[src/cpop_pkg.sv]
// ----------------------------------------------------------------------------
// cpop_pkg: shared types and constants of the cavity population update unit
// Holds the population geometry, the IEEE double constants, operation codes,
// the state types and the double unpack and quiet helpers.
// ----------------------------------------------------------------------------
`default_nettype none

package cpop_pkg;

  // Population geometry.
  localparam int POP_SIZE  = 1024;
  localparam int IDX_W     = 10;
  localparam int MAX_NB    = 8;
  localparam int NB_IDX_W  = 3;
  localparam int CNT_W     = 4;
  localparam int DBL_W     = 64;
  localparam int EXP_W     = 14;
  localparam int XW        = 108;

  // Iteration counts of the shared floating-point unit.
  localparam int MUL_STEPS = 4;
  localparam int DIV_BITS  = 57;

  // Double constants.
  localparam logic [DBL_W-1:0] C_LOAD_IMAG = 64'h3FB9_9999_9999_999A;
  localparam logic [DBL_W-1:0] C_POS_INF   = 64'h7FF0_0000_0000_0000;
  localparam logic [DBL_W-1:0] C_DEF_NAN   = 64'hFFF8_0000_0000_0000;

  // Commands carried by an input item.
  localparam logic CMD_LOAD   = 1'b0;
  localparam logic CMD_UPDATE = 1'b1;

  // Configuration register indexes.
  localparam int CFG_IDX_W = 2;
  localparam logic [CFG_IDX_W-1:0] CFG_ENERGY     = 2'd0;
  localparam logic [CFG_IDX_W-1:0] CFG_BROADENING = 2'd1;
  localparam logic [CFG_IDX_W-1:0] CFG_NB_COUNT   = 2'd2;

  // Floating-point operations.
  typedef enum logic [1:0] {
    FOP_ADD,
    FOP_SUB,
    FOP_MUL,
    FOP_DIV
  } fp_op_t;

  // Request from the sequencer to the floating-point unit.
  typedef struct packed {
    logic   start;
    fp_op_t op;
  } fpu_req_t;

  // Floating-point unit states.
  typedef enum logic [2:0] {
    F_IDLE,
    F_ALIGN,
    F_MUL,
    F_DNORM,
    F_DIV,
    F_NORM,
    F_ROUND
  } fpu_state_t;

  // Sequencer states.
  typedef enum logic [3:0] {
    ST_IDLE,
    ST_SRE,
    ST_NB_RD,
    ST_NB_SRE,
    ST_NB_SIM,
    ST_DRE,
    ST_DIM,
    ST_DSUM,
    ST_DCHK,
    ST_QRE,
    ST_QIM,
    ST_TGT_RD,
    ST_TOT_SUB,
    ST_TOT_ADD,
    ST_WB,
    ST_CLEAR
  } seq_state_t;

  // Unpacked double: value is mant * 2^expo for finite operands.
  typedef struct packed {
    logic             sign;
    logic             nan;
    logic             inf;
    logic             zero;
    logic [52:0]      mant;
    logic [EXP_W-1:0] expo;
  } dbl_t;

  function automatic dbl_t dbl_unpack(input logic [DBL_W-1:0] v);
    dbl_t u;
    u.sign = v[63];
    u.nan  = (v[62:52] == 11'h7FF) && (v[51:0] != 52'd0);
    u.inf  = (v[62:52] == 11'h7FF) && (v[51:0] == 52'd0);
    u.zero = (v[62:0] == 63'd0);
    u.mant = {(v[62:52] != 11'd0), v[51:0]};
    if (v[62:52] == 11'd0) begin
      u.expo = 14'd0 - 14'd1074;
    end else begin
      u.expo = {3'b000, v[62:52]} - 14'd1075;
    end
    return u;
  endfunction

  // A NaN operand passes through with its quiet bit set.
  function automatic logic [DBL_W-1:0] dbl_quiet(input logic [DBL_W-1:0] v);
    return {v[63:52], 1'b1, v[50:0]};
  endfunction

endpackage

`default_nettype wire

[src/cpop_fpu.sv]
// ----------------------------------------------------------------------------
// cpop_fpu: iterative IEEE double add, subtract, multiply and divide
// Round to nearest even with subnormals. Multiplication takes 16-bit digits,
// division one quotient bit a cycle, normalization one bit a cycle.
// ----------------------------------------------------------------------------
`default_nettype none

module cpop_fpu (
  input  wire logic               clk,
  input  wire logic               rst_n,
  input  wire cpop_pkg::fpu_req_t req,
  input  wire logic [63:0]        opa,
  input  wire logic [63:0]        opb,
  output logic                    done,
  output logic [63:0]             result
);

  localparam logic signed [cpop_pkg::EXP_W-1:0] EXP_MIN  = -14'sd1077;
  localparam logic signed [cpop_pkg::EXP_W-1:0] EXP_BIAS = 14'sd1078;

  cpop_pkg::fpu_state_t fst_r, fst_nxt;
  logic                 done_r, done_nxt;
  logic [63:0]          res_r, res_nxt;
  logic                 sa_r, sa_nxt, sb_r, sb_nxt, sign_r, sign_nxt;
  logic signed [cpop_pkg::EXP_W-1:0] ea_r, ea_nxt, eb_r, eb_nxt, exp_r, exp_nxt;
  logic [52:0]          ma_r, ma_nxt;
  logic [63:0]          mb_r, mb_nxt;
  logic [cpop_pkg::XW-1:0] x_r, x_nxt;
  logic                 sticky_r, sticky_nxt;
  logic [53:0]          rem_r, rem_nxt;
  logic [5:0]           cnt_r, cnt_nxt;

  // Control registers.
  always_ff @(posedge clk) begin
    if (!rst_n) begin
      fst_r  <= cpop_pkg::F_IDLE;
      done_r <= 1'b0;
    end else begin
      fst_r  <= fst_nxt;
      done_r <= done_nxt;
    end
  end

  // Datapath registers.
  always_ff @(posedge clk) begin
    res_r    <= res_nxt;
    sa_r     <= sa_nxt;
    sb_r     <= sb_nxt;
    sign_r   <= sign_nxt;
    ea_r     <= ea_nxt;
    eb_r     <= eb_nxt;
    exp_r    <= exp_nxt;
    ma_r     <= ma_nxt;
    mb_r     <= mb_nxt;
    x_r      <= x_nxt;
    sticky_r <= sticky_nxt;
    rem_r    <= rem_nxt;
    cnt_r    <= cnt_nxt;
  end

  // Next state and datapath.
  always_comb begin
    cpop_pkg::dbl_t ua;
    cpop_pkg::dbl_t ub;
    logic        sbe;
    logic        sx;
    logic        swap;
    logic signed [cpop_pkg::EXP_W-1:0] eg;
    logic signed [cpop_pkg::EXP_W-1:0] el;
    logic signed [cpop_pkg::EXP_W-1:0] dexp;
    logic [52:0] mg;
    logic [52:0] ml;
    logic        sg;
    logic        sl;
    logic [5:0]  sh;
    logic [118:0] wide;
    logic [55:0] xg;
    logic [55:0] xl;
    logic        st;
    logic [56:0] dif;
    logic [56:0] sum;
    logic        ge;
    logic [52:0] diffrem;
    logic [12:0] e_pre;
    logic        inc;
    logic [64:0] packed_v;

    fst_nxt    = fst_r;
    done_nxt   = 1'b0;
    res_nxt    = res_r;
    sa_nxt     = sa_r;
    sb_nxt     = sb_r;
    sign_nxt   = sign_r;
    ea_nxt     = ea_r;
    eb_nxt     = eb_r;
    exp_nxt    = exp_r;
    ma_nxt     = ma_r;
    mb_nxt     = mb_r;
    x_nxt      = x_r;
    sticky_nxt = sticky_r;
    rem_nxt    = rem_r;
    cnt_nxt    = cnt_r;

    ua       = cpop_pkg::dbl_unpack(opa);
    ub       = cpop_pkg::dbl_unpack(opb);
    sbe      = ub.sign ^ (req.op == cpop_pkg::FOP_SUB);
    sx       = ua.sign ^ ub.sign;
    swap     = eb_r > ea_r;
    eg       = swap ? eb_r : ea_r;
    el       = swap ? ea_r : eb_r;
    mg       = swap ? mb_r[52:0] : ma_r;
    ml       = swap ? ma_r : mb_r[52:0];
    sg       = swap ? sb_r : sa_r;
    sl       = swap ? sa_r : sb_r;
    dexp     = eg - el;
    sh       = (dexp > 14'sd63) ? 6'd63 : dexp[5:0];
    wide     = {ml, 66'd0} >> sh;
    xg       = {mg, 3'b000};
    xl       = wide[118:63];
    st       = |wide[62:0];
    dif      = {1'b0, xg} - {1'b0, xl} - {56'd0, st};
    sum      = 57'd0;
    ge       = rem_r >= {1'b0, mb_r[52:0]};
    diffrem  = ge ? 53'(rem_r - {1'b0, mb_r[52:0]}) : rem_r[52:0];
    e_pre    = x_r[55] ? 13'(exp_r + EXP_BIAS) : 13'd0;
    inc      = x_r[2] & (x_r[1] | x_r[0] | sticky_r | x_r[3]);
    packed_v = {e_pre, x_r[54:3]} + 65'(inc);

    unique case (fst_r)
      // Accept an operation; settle NaN, inf and mul/div zero cases at once.
      cpop_pkg::F_IDLE: begin
        if (req.start) begin
          sa_nxt     = ua.sign;
          sb_nxt     = (req.op == cpop_pkg::FOP_SUB) ? sbe : ub.sign;
          ea_nxt     = ua.expo;
          eb_nxt     = ub.expo;
          ma_nxt     = ua.mant;
          mb_nxt     = {11'd0, ub.mant};
          x_nxt      = '0;
          sticky_nxt = 1'b0;
          cnt_nxt    = 6'd0;
          if (ua.nan) begin
            res_nxt  = cpop_pkg::dbl_quiet(opa);
            done_nxt = 1'b1;
          end else if (ub.nan) begin
            res_nxt  = cpop_pkg::dbl_quiet(opb);
            done_nxt = 1'b1;
          end else begin
            unique case (req.op) inside
              cpop_pkg::FOP_ADD, cpop_pkg::FOP_SUB: begin
                if (ua.inf && ub.inf) begin
                  res_nxt  = (ua.sign == sbe) ? opa : cpop_pkg::C_DEF_NAN;
                  done_nxt = 1'b1;
                end else if (ua.inf) begin
                  res_nxt  = {ua.sign, cpop_pkg::C_POS_INF[62:0]};
                  done_nxt = 1'b1;
                end else if (ub.inf) begin
                  res_nxt  = {sbe, cpop_pkg::C_POS_INF[62:0]};
                  done_nxt = 1'b1;
                end else begin
                  fst_nxt = cpop_pkg::F_ALIGN;
                end
              end
              cpop_pkg::FOP_MUL: begin
                if ((ua.inf && ub.zero) || (ua.zero && ub.inf)) begin
                  res_nxt  = cpop_pkg::C_DEF_NAN;
                  done_nxt = 1'b1;
                end else if (ua.inf || ub.inf) begin
                  res_nxt  = {sx, cpop_pkg::C_POS_INF[62:0]};
                  done_nxt = 1'b1;
                end else if (ua.zero || ub.zero) begin
                  res_nxt  = {sx, 63'd0};
                  done_nxt = 1'b1;
                end else begin
                  fst_nxt = cpop_pkg::F_MUL;
                end
              end
              cpop_pkg::FOP_DIV: begin
                if ((ua.inf && ub.inf) || (ua.zero && ub.zero)) begin
                  res_nxt  = cpop_pkg::C_DEF_NAN;
                  done_nxt = 1'b1;
                end else if (ua.inf || ub.zero) begin
                  res_nxt  = {sx, cpop_pkg::C_POS_INF[62:0]};
                  done_nxt = 1'b1;
                end else if (ub.inf || ua.zero) begin
                  res_nxt  = {sx, 63'd0};
                  done_nxt = 1'b1;
                end else begin
                  fst_nxt = cpop_pkg::F_DNORM;
                end
              end
              default: ;
            endcase
          end
        end
      end

      // Align the smaller operand with guard bits and a sticky bit, then add.
      cpop_pkg::F_ALIGN: begin
        if (sg == sl) begin
          sum      = {1'b0, xg} + {1'b0, xl};
          sign_nxt = sg;
        end else if (dif[56]) begin
          sum      = 57'd0 - dif;
          sign_nxt = sl;
        end else begin
          sum      = dif;
          sign_nxt = (dif == 57'd0 && !st) ? 1'b0 : sg;
        end
        x_nxt      = cpop_pkg::XW'(sum);
        sticky_nxt = st;
        exp_nxt    = eg - 14'sd3;
        fst_nxt    = cpop_pkg::F_NORM;
      end

      // Multiply one 16-bit digit of the second mantissa per cycle.
      cpop_pkg::F_MUL: begin
        x_nxt   = (x_r << 16) + cpop_pkg::XW'(ma_r * mb_r[63:48]);
        mb_nxt  = mb_r << 16;
        cnt_nxt = cnt_r + 6'd1;
        if (cnt_r == 6'(cpop_pkg::MUL_STEPS - 1)) begin
          exp_nxt  = ea_r + eb_r;
          sign_nxt = sa_r ^ sb_r;
          fst_nxt  = cpop_pkg::F_NORM;
        end
      end

      // Bring subnormal mantissas to full length before dividing.
      cpop_pkg::F_DNORM: begin
        if (!ma_r[52]) begin
          ma_nxt = ma_r << 1;
          ea_nxt = ea_r - 14'sd1;
        end
        if (!mb_r[52]) begin
          mb_nxt = mb_r << 1;
          eb_nxt = eb_r - 14'sd1;
        end
        if (ma_r[52] && mb_r[52]) begin
          rem_nxt = {1'b0, ma_r};
          cnt_nxt = 6'(cpop_pkg::DIV_BITS - 1);
          x_nxt   = '0;
          fst_nxt = cpop_pkg::F_DIV;
        end
      end

      // Restoring division, one quotient bit per cycle.
      cpop_pkg::F_DIV: begin
        rem_nxt = {diffrem, 1'b0};
        x_nxt   = {x_r[cpop_pkg::XW-2:0], ge};
        cnt_nxt = cnt_r - 6'd1;
        if (cnt_r == 6'd0) begin
          sticky_nxt = |diffrem;
          exp_nxt    = ea_r - eb_r - 14'(cpop_pkg::DIV_BITS - 1);
          sign_nxt   = sa_r ^ sb_r;
          fst_nxt    = cpop_pkg::F_NORM;
        end
      end

      // Move the leading one to bit 55, or right for subnormal results.
      cpop_pkg::F_NORM: begin
        if (x_r == '0) begin
          fst_nxt = cpop_pkg::F_ROUND;
        end else if ((|x_r[cpop_pkg::XW-1:56]) || (exp_r < EXP_MIN)) begin
          sticky_nxt = sticky_r | x_r[0];
          x_nxt      = x_r >> 1;
          exp_nxt    = exp_r + 14'sd1;
        end else if (!x_r[55] && (exp_r > EXP_MIN)) begin
          x_nxt   = x_r << 1;
          exp_nxt = exp_r - 14'sd1;
        end else begin
          fst_nxt = cpop_pkg::F_ROUND;
        end
      end

      // Round to nearest even; a carry may step into the exponent.
      cpop_pkg::F_ROUND: begin
        if (packed_v[64:52] >= 13'd2047) begin
          res_nxt = {sign_r, cpop_pkg::C_POS_INF[62:0]};
        end else begin
          res_nxt = {sign_r, packed_v[62:0]};
        end
        done_nxt = 1'b1;
        fst_nxt  = cpop_pkg::F_IDLE;
      end

      default: fst_nxt = cpop_pkg::F_IDLE;
    endcase
  end

  assign done   = done_r;
  assign result = res_r;

endmodule

`default_nettype wire

[config.mk]
export PLATFORM = sky130hd
export DESIGN_NAME = cpop_fpu
export DESIGN_NICKNAME = d
export VERILOG_FILES = /design/src/cpop_pkg.sv /design/src/cpop_fpu.sv
export SDC_FILE = /design/constraint.sdc
export NUM_CORES = 2
export LEC_CHECK = 0
export BUFFER_PORTS_ARGS = -buffer_cell sky130_fd_sc_hd__buf_4
export CAP_MARGIN = 20
export CORE_MARGIN = 2
export CORE_UTILIZATION = 45
export CTS_CLUSTER_DIAMETER = 50
export DETAILED_ROUTE_END_ITERATION = 12
export PLACE_DENSITY_LB_ADDON = 0.3
export SLEW_MARGIN = 20
export SYNTH_ARGS = -nofsm -noshare
export SYNTH_HDL_FRONTEND = slang
export SYNTH_SLANG_ARGS = --single-unit
[constraint.sdc]
create_clock -name clk -period 12.1 [get_ports clk]
set_input_delay 2.42 -clock clk [delete_from_list [all_inputs] [get_ports clk]]
set_output_delay 2.42 -clock clk [all_outputs]
set_load 0.05 [all_outputs]
Word-level counts from Yosys, hierarchy flattened
Index checks and enable logic that the tools add are counted.
{"block": "op_classes", "mul": 1, "n_addsub": 21, "mux": 104, "shift": 1, "bitwise": 8, "order_cmp": 6, "n_eq_ne": 41, "n_div": 0, "n_reduce_logical": 62}
{"cell": "$mux 64", "count": 15}
{"cell": "$pmux 108 s6", "count": 1}
{"cell": "$mux 108", "count": 5}
{"cell": "$pmux 64 s3", "count": 2}
{"cell": "$mux 53", "count": 5}
{"cell": "$mux 14", "count": 13}
{"cell": "$pmux 64 s2", "count": 1}
{"cell": "$logic_not 63->1", "count": 2}
{"cell": "$shr 119x6->119", "count": 1}
{"cell": "$mux 57", "count": 2}
{"cell": "$add 108x69->108", "count": 1}
{"cell": "$logic_not 108->1", "count": 1}
{"cell": "$pmux 54 s2", "count": 1}
{"cell": "$pmux 53 s2", "count": 1}
{"cell": "$logic_not 52->1", "count": 2}
{"cell": "$reduce_bool 52->1", "count": 2}
{"cell": "$mul 53x16->69", "count": 1}
{"cell": "$add 65x1->65", "count": 1}
{"cell": "$mux 63", "count": 1}
{"cell": "$reduce_or 63->1", "count": 1}
{"cell": "$add 56x56->57", "count": 1}
{"cell": "$logic_not 57->1", "count": 1}
{"cell": "$sub 1x57->57 const A", "count": 1}
{"cell": "$sub 56x56->57", "count": 1}
{"cell": "67 further kinds", "count": 181}
{"block": "word_totals", "romBits": 0, "elab_cells": 261, "out_inout_bits": 65, "inputBits": 133, "register_bits": 399, "latchBits": 0, "ram_bits": 0, "memories": 0}

Logic depth before layout (Yosys ltp)
{"block": "logic_depth", "word_depth": 14, "depth_mapped": 63, "mapped_depth_nobuf": 50}

Worst setup path after synthesis
No wires, ideal clock.
{"block": "synth_path", "path_kind": "flip-flop to flip-flop", "startpoint": "register ea_r[2] in the netlist's numbering", "endpoint": "register x_r[54] in the netlist's numbering (data pin)", "stages_incl_launch_ff": 61, "n_path_buf": 10, "required_ns": 11.841, "slack_ns": -0.733, "setup_time_ns": 0.259, "arrival_time_ns": 12.575, "period_less_slack_ns": 12.833, "cell_sequence": "edfxtp_1 clkbuf_1 inv_1 ha_1 buf_2 o21ai_1 a21oi_1 o41ai_2 a21oi_2 nor2_2 buf_2 buf_1 buf_1 clkbuf_1 clkbuf_1 clkbuf_1 a211oi_1 ha_1 [... 25 more ...] o21ai_1 a31o_2 a311oi_1 o21a_1 o21a_1 xnor2_1 or3_1 or3b_1 and4bb_2 nand3_1 nor4b_2 nand2_1 nor4_1 nand2_1 o21ai_1 xor2_1 a21oi_1 a211o_1"}
{"block": "synth_via", "elab_chain_len": 12, "elab_cells_between_ends": 20, "classes_between": "add/sub (5); order compare (2); eq/ne (1); shift (1); mux (10); reduce/logical (1)"}
{"element": "start, declared", "line_no": "cpop_fpu.sv:25", "text": "logic signed [cpop_pkg::EXP_W-1:0] ea_r, ea_nxt, eb_r, eb_nxt, exp_r, exp_nxt;"}
{"element": "start signal, assigned", "line_no": "cpop_fpu.sv:50", "text": "ea_r <= ea_nxt;"}
{"element": "$gt 14x14->1", "line_no": "cpop_fpu.sv:108", "text": "swap = eb_r > ea_r;"}
{"element": "$mux 14 (on tied branches)", "line_no": "cpop_fpu.sv:109, cpop_fpu.sv:110"}
{"element": "$sub 14x14->14", "line_no": "cpop_fpu.sv:115", "text": "dexp = eg - el;"}
{"element": "$gt 14x7->1", "line_no": "cpop_fpu.sv:116", "text": "sh = (dexp > 14'sd63) ? 6'd63 : dexp[5:0];"}
{"element": "$mux 6", "line_no": "cpop_fpu.sv:116"}
{"element": "$shr 119x6->119", "line_no": "cpop_fpu.sv:117", "text": "wide = {ml, 66'd0} >> sh;"}
{"element": "$sub 56x56->57 or $reduce_or 63->1 (tied branches)", "line_no": "cpop_fpu.sv:121, cpop_fpu.sv:120"}
{"element": "$sub 57x1->57", "line_no": "cpop_fpu.sv:121", "text": "dif = {1'b0, xg} - {1'b0, xl} - {56'd0, st};"}
{"element": "$sub 1x57->57", "line_no": "cpop_fpu.sv:204", "text": "sum = 57'd0 - dif;"}
{"element": "$mux 57", "line_no": "cpop_fpu.sv:203", "text": "end else if (dif[56]) begin"}
{"element": "$mux 57 *", "line_no": "cpop_fpu.sv:200", "text": "if (sg == sl) begin"}
{"element": "$pmux 108 s6 *", "line_no": "cpop_fpu.sv:129", "text": "unique case (fst_r)"}
{"element": "via x_nxt (one bit)", "line_no": "cpop_fpu.sv:28", "text": "logic [cpop_pkg::XW-1:0] x_r, x_nxt;"}
{"element": "end signal, assigned", "line_no": "cpop_fpu.sv:55", "text": "x_r <= x_nxt;"}
{"element": "end, declared", "line_no": "cpop_fpu.sv:28"}
Mark *: on every way through the listed nets, which the timed path passes. The rest lies on a longest branch.
A chain may end at the register's enable or synchronous reset.

Final worst setup path
{"block": "layout_path", "startpoint": "register ea_r[7] in the netlist's numbering", "endpoint": "register x_r[12] in the netlist's numbering (data pin)"}
The elaborated chain is that of the path after synthesis.

==> out/metrics.yaml <==
dr.pass1.iters: 10
viasPerCell: 6.22
wl_per_cell_um: 29.5
die_y_um: 399
fillers: 14700
track_usage_pct: 40.8
register_area_um2: 11900
synth_seq_cells: 399
dp_cells: 11000
fp.dieW_um: 399
required_ps: 12550
fin_crit_ps: 11600
core_um2: 154000
ys_seq_area_share_pct: 17.0
hpwl_um: 267000
crit_type: "reg2reg"
cts.sinks: 399
rr_endpoint: "x_r[12]$_DFFE_PP_"
fin_crit_sh_pct: 95.9
io_buffers: 197
synth.top_cell.area_share_pct: 22.0
areaGrowthSynthToFinish_pct: 15.5
synth_enable_flop_cells: 395
hp-class: "reg2reg"
timing.fmax_mhz: 86.2
die_area_um2: 159000
syn-cell-area_um2: 70100
synth_cell_types: 111
reg2reg_slack_ps: 500
fp-row-count: 144
syn_inst: 8551
cts_buffers: 72
fin_area_um2: 80900
worstSkewPairLatency_ps: 730
crit-reg2reg-launch: "ea_r[7]$_DFFE_PP_"
critPathLaunch: "ea_r[7]$_DFFE_PP_"
grt_overflow_total: 0
slew_violations: 0
grt_use_met3_pct: 11.7
final_cells: 11200
synthFlopType: "edfxtp_1"
cts_tree: "yes"
ctsLongestPathBuffers: 3
start_util_pct: 45.4
fin_skew_ps: 58.4
grt_first_pass_wirelength_um: 470000
crit_end: "x_r[12]$_DFFE_PP_"
synth_area_leader_cell: "fa_1"
clk_pin_slew_ps: 60
wirelength_um: 329000
ant_nets: 0
critPathArrivalTime_ps: 12050
syn_nets: 9907
layout-drive-gt1-share_pct: 13.5
met1_usage_pct: 53.7
htreeDepth: 3
worst_pin_slew_ps: 1430
dpl_cell_area_um2: 77800
hold_slack_ps: 583
drc: 0
cpMaxStageDelayCell: "or4b_4"
finalSetupViolCount: 0
use_met2_pct: 60.5
cp_max_fo: 32
drt_iter0_drc: 9025
yosysWarningCount: 0
grt.busiest_layer: "met2"
vias: 69400
status: "finished, final reports clean"
timing.critical_path.from_type: "register"
synth_async_sr_flop_share_pct: 0
grt_antenna_before_repair: 44
cp_common_cell: "buf_4"
fin_nets: 10400
ios: 198
end_kind: "register"
gp_routability_congestion: 1.09
cts_root_buf: "clkbuf_16"
cap_viol_max_count: 0
multi_input_area_um2: 52700
slowest_delay_ps: 540
slew_headroom_pct: 4.51
reg2reg_depth: 57
final.setup.worst_slack_ps: 498
grt_max_degree: 95
pre_cts_slack_ps: -136
finalHoldViolCount: 0
synth_area_leaders: "fa_1 22%, edfxtp_1 17%, ha_1 8.1%, nand2_1 7.1%, inv_1 5.8%"
grt_pass1_vias: 66900
avgSynthCellArea_um2: 8.20
Yosys cell counts, types with 38 or more instances:
cell type / count
nand2_1: 1323
inv_1: 1076
fa_1: 771
nor2_1: 498
o21ai_0: 469
ha_1: 452
clkbuf_1: 449
a21oi_1: 414
edfxtp_1: 395
xnor2_1: 306
and2_1: 239
nand3_1: 163
a21o_1: 155
xor2_1: 151
nor3_1: 139
mux2i_1: 114
a22oi_1: 109
nor4_1: 94
o22ai_1: 91
nand4_1: 78
a31oi_1: 77
a221oi_1: 64
nand3b_1: 63
a222oi_1: 62
nand2b_1: 60
nor2b_1: 48
a211oi_1: 47
and3_1: 47
or3_1: 42
o21bai_1: 38
how the worst min path moves through the flow:
stage,to,cells past startpoint,slack (ps),from
2_1_floorplan,result[63]$_DFFE_PP_,2,500,sign_r$_DFFE_PP_
3_3_place_gp,rem_r[17]$_DFFE_PP_,2,550,ma_r[17]$_DFFE_PP_
3_5_place_dp,rem_r[17]$_DFFE_PP_,2,560,ma_r[17]$_DFFE_PP_
4_1_cts,mb_r[43]$_DFFE_PP_,2,560,mb_r[42]$_DFFE_PP_
5_1_grt,rem_r[17]$_DFFE_PP_,2,620,ma_r[17]$_DFFE_PP_
6_report,rem_r[17]$_DFFE_PP_,2,580,ma_r[17]$_DFFE_PP_
metrics by stage:
stage	TNS (ps)	util, %
floorplan	0	-
global placement	-83.2	50.3
detailed placement	-360	50.4
CTS	0	52.0
global route	-140	52.4
finish	0	52.4
layout by cell type (no fill, tap or decap), types with 88 or more instances in the layout:
cell and n:
mux2i_1 109, nand3_1 161, buf_4 896, a22oi_1 107
edfxtp_1 395, o22ai_1 90, a21o_1 155, o21ai_0 460
inv_1 1076, nor4_1 88, fa_1 771, and2_1 238
ha_1 450, nor3_1 132, a21oi_1 406, xnor2_1 301
xor2_1 149, nor2_1 484, nand2_1 1318
logic make-up after synthesis:
| group | share of synthesized area (%) |
|---|---|
| mux | 1.77 |
| flops | 17.0 |
| simple gates | 19.1 |
| xor+xnor | 5.73 |
| buf+inv | 8.74 |
| fa+ha+maj | 30.1 |
| compound gates | 17.5 |
metal layers:
metal	share of wire [%]	wire (µm)
met4	6.6	21800
met1	39	129000
met3	12	39300
met5	0.041	134
met2	42	139000
final cells by class:
class                   instances  area share [%]
repair buffers                916            8.72
inverters                    1080            5.01
diodes                         28          0.0866
multi-input cells            6555            65.1
clock buffers                  80            2.26
clock inverters                52           0.873
well taps                    2044            3.16
flip-flops and latches        399            14.8
sequential cells by signal, indices dropped and copies added, names as in the netlist:
register and flops:
eb_r 14, ea_r 14, done 1, mb_r 64
sign_r 1, x_r 108, sb_r 1, sticky_r 1
exp_r 14, fst_r 3, result 64, cnt_r 6
sa_r 1, ma_r 53, rem_r 54
worst max-delay path: cells and delay by family (launching register included):
family	cells	cell delay (ps)
buffers and inverters	15	2460
xor gates and xnor gates	3	560
muxes	1	210
and+or+nand+nor	9	1940
adders and majority gates	3	580
DFF	1	390
AOI/OAI and AO/OA	26	5170
what timing repair did:
| item | in CTS | in global routing |
|---|---|---|
| cloned | 0 | 0 |
| pin swaps | 1 | 21 |
| endpoints found under the setup margin | 9 | 57 |
| setup buffers | 3 | 6 |
| hold buffers | 0 | 0 |
| resized for setup | 2 | 86 |
Power is left out: the tool's default activity adds up to more than one toggle a clock period on the data nets, which glitch-free logic cannot reach.
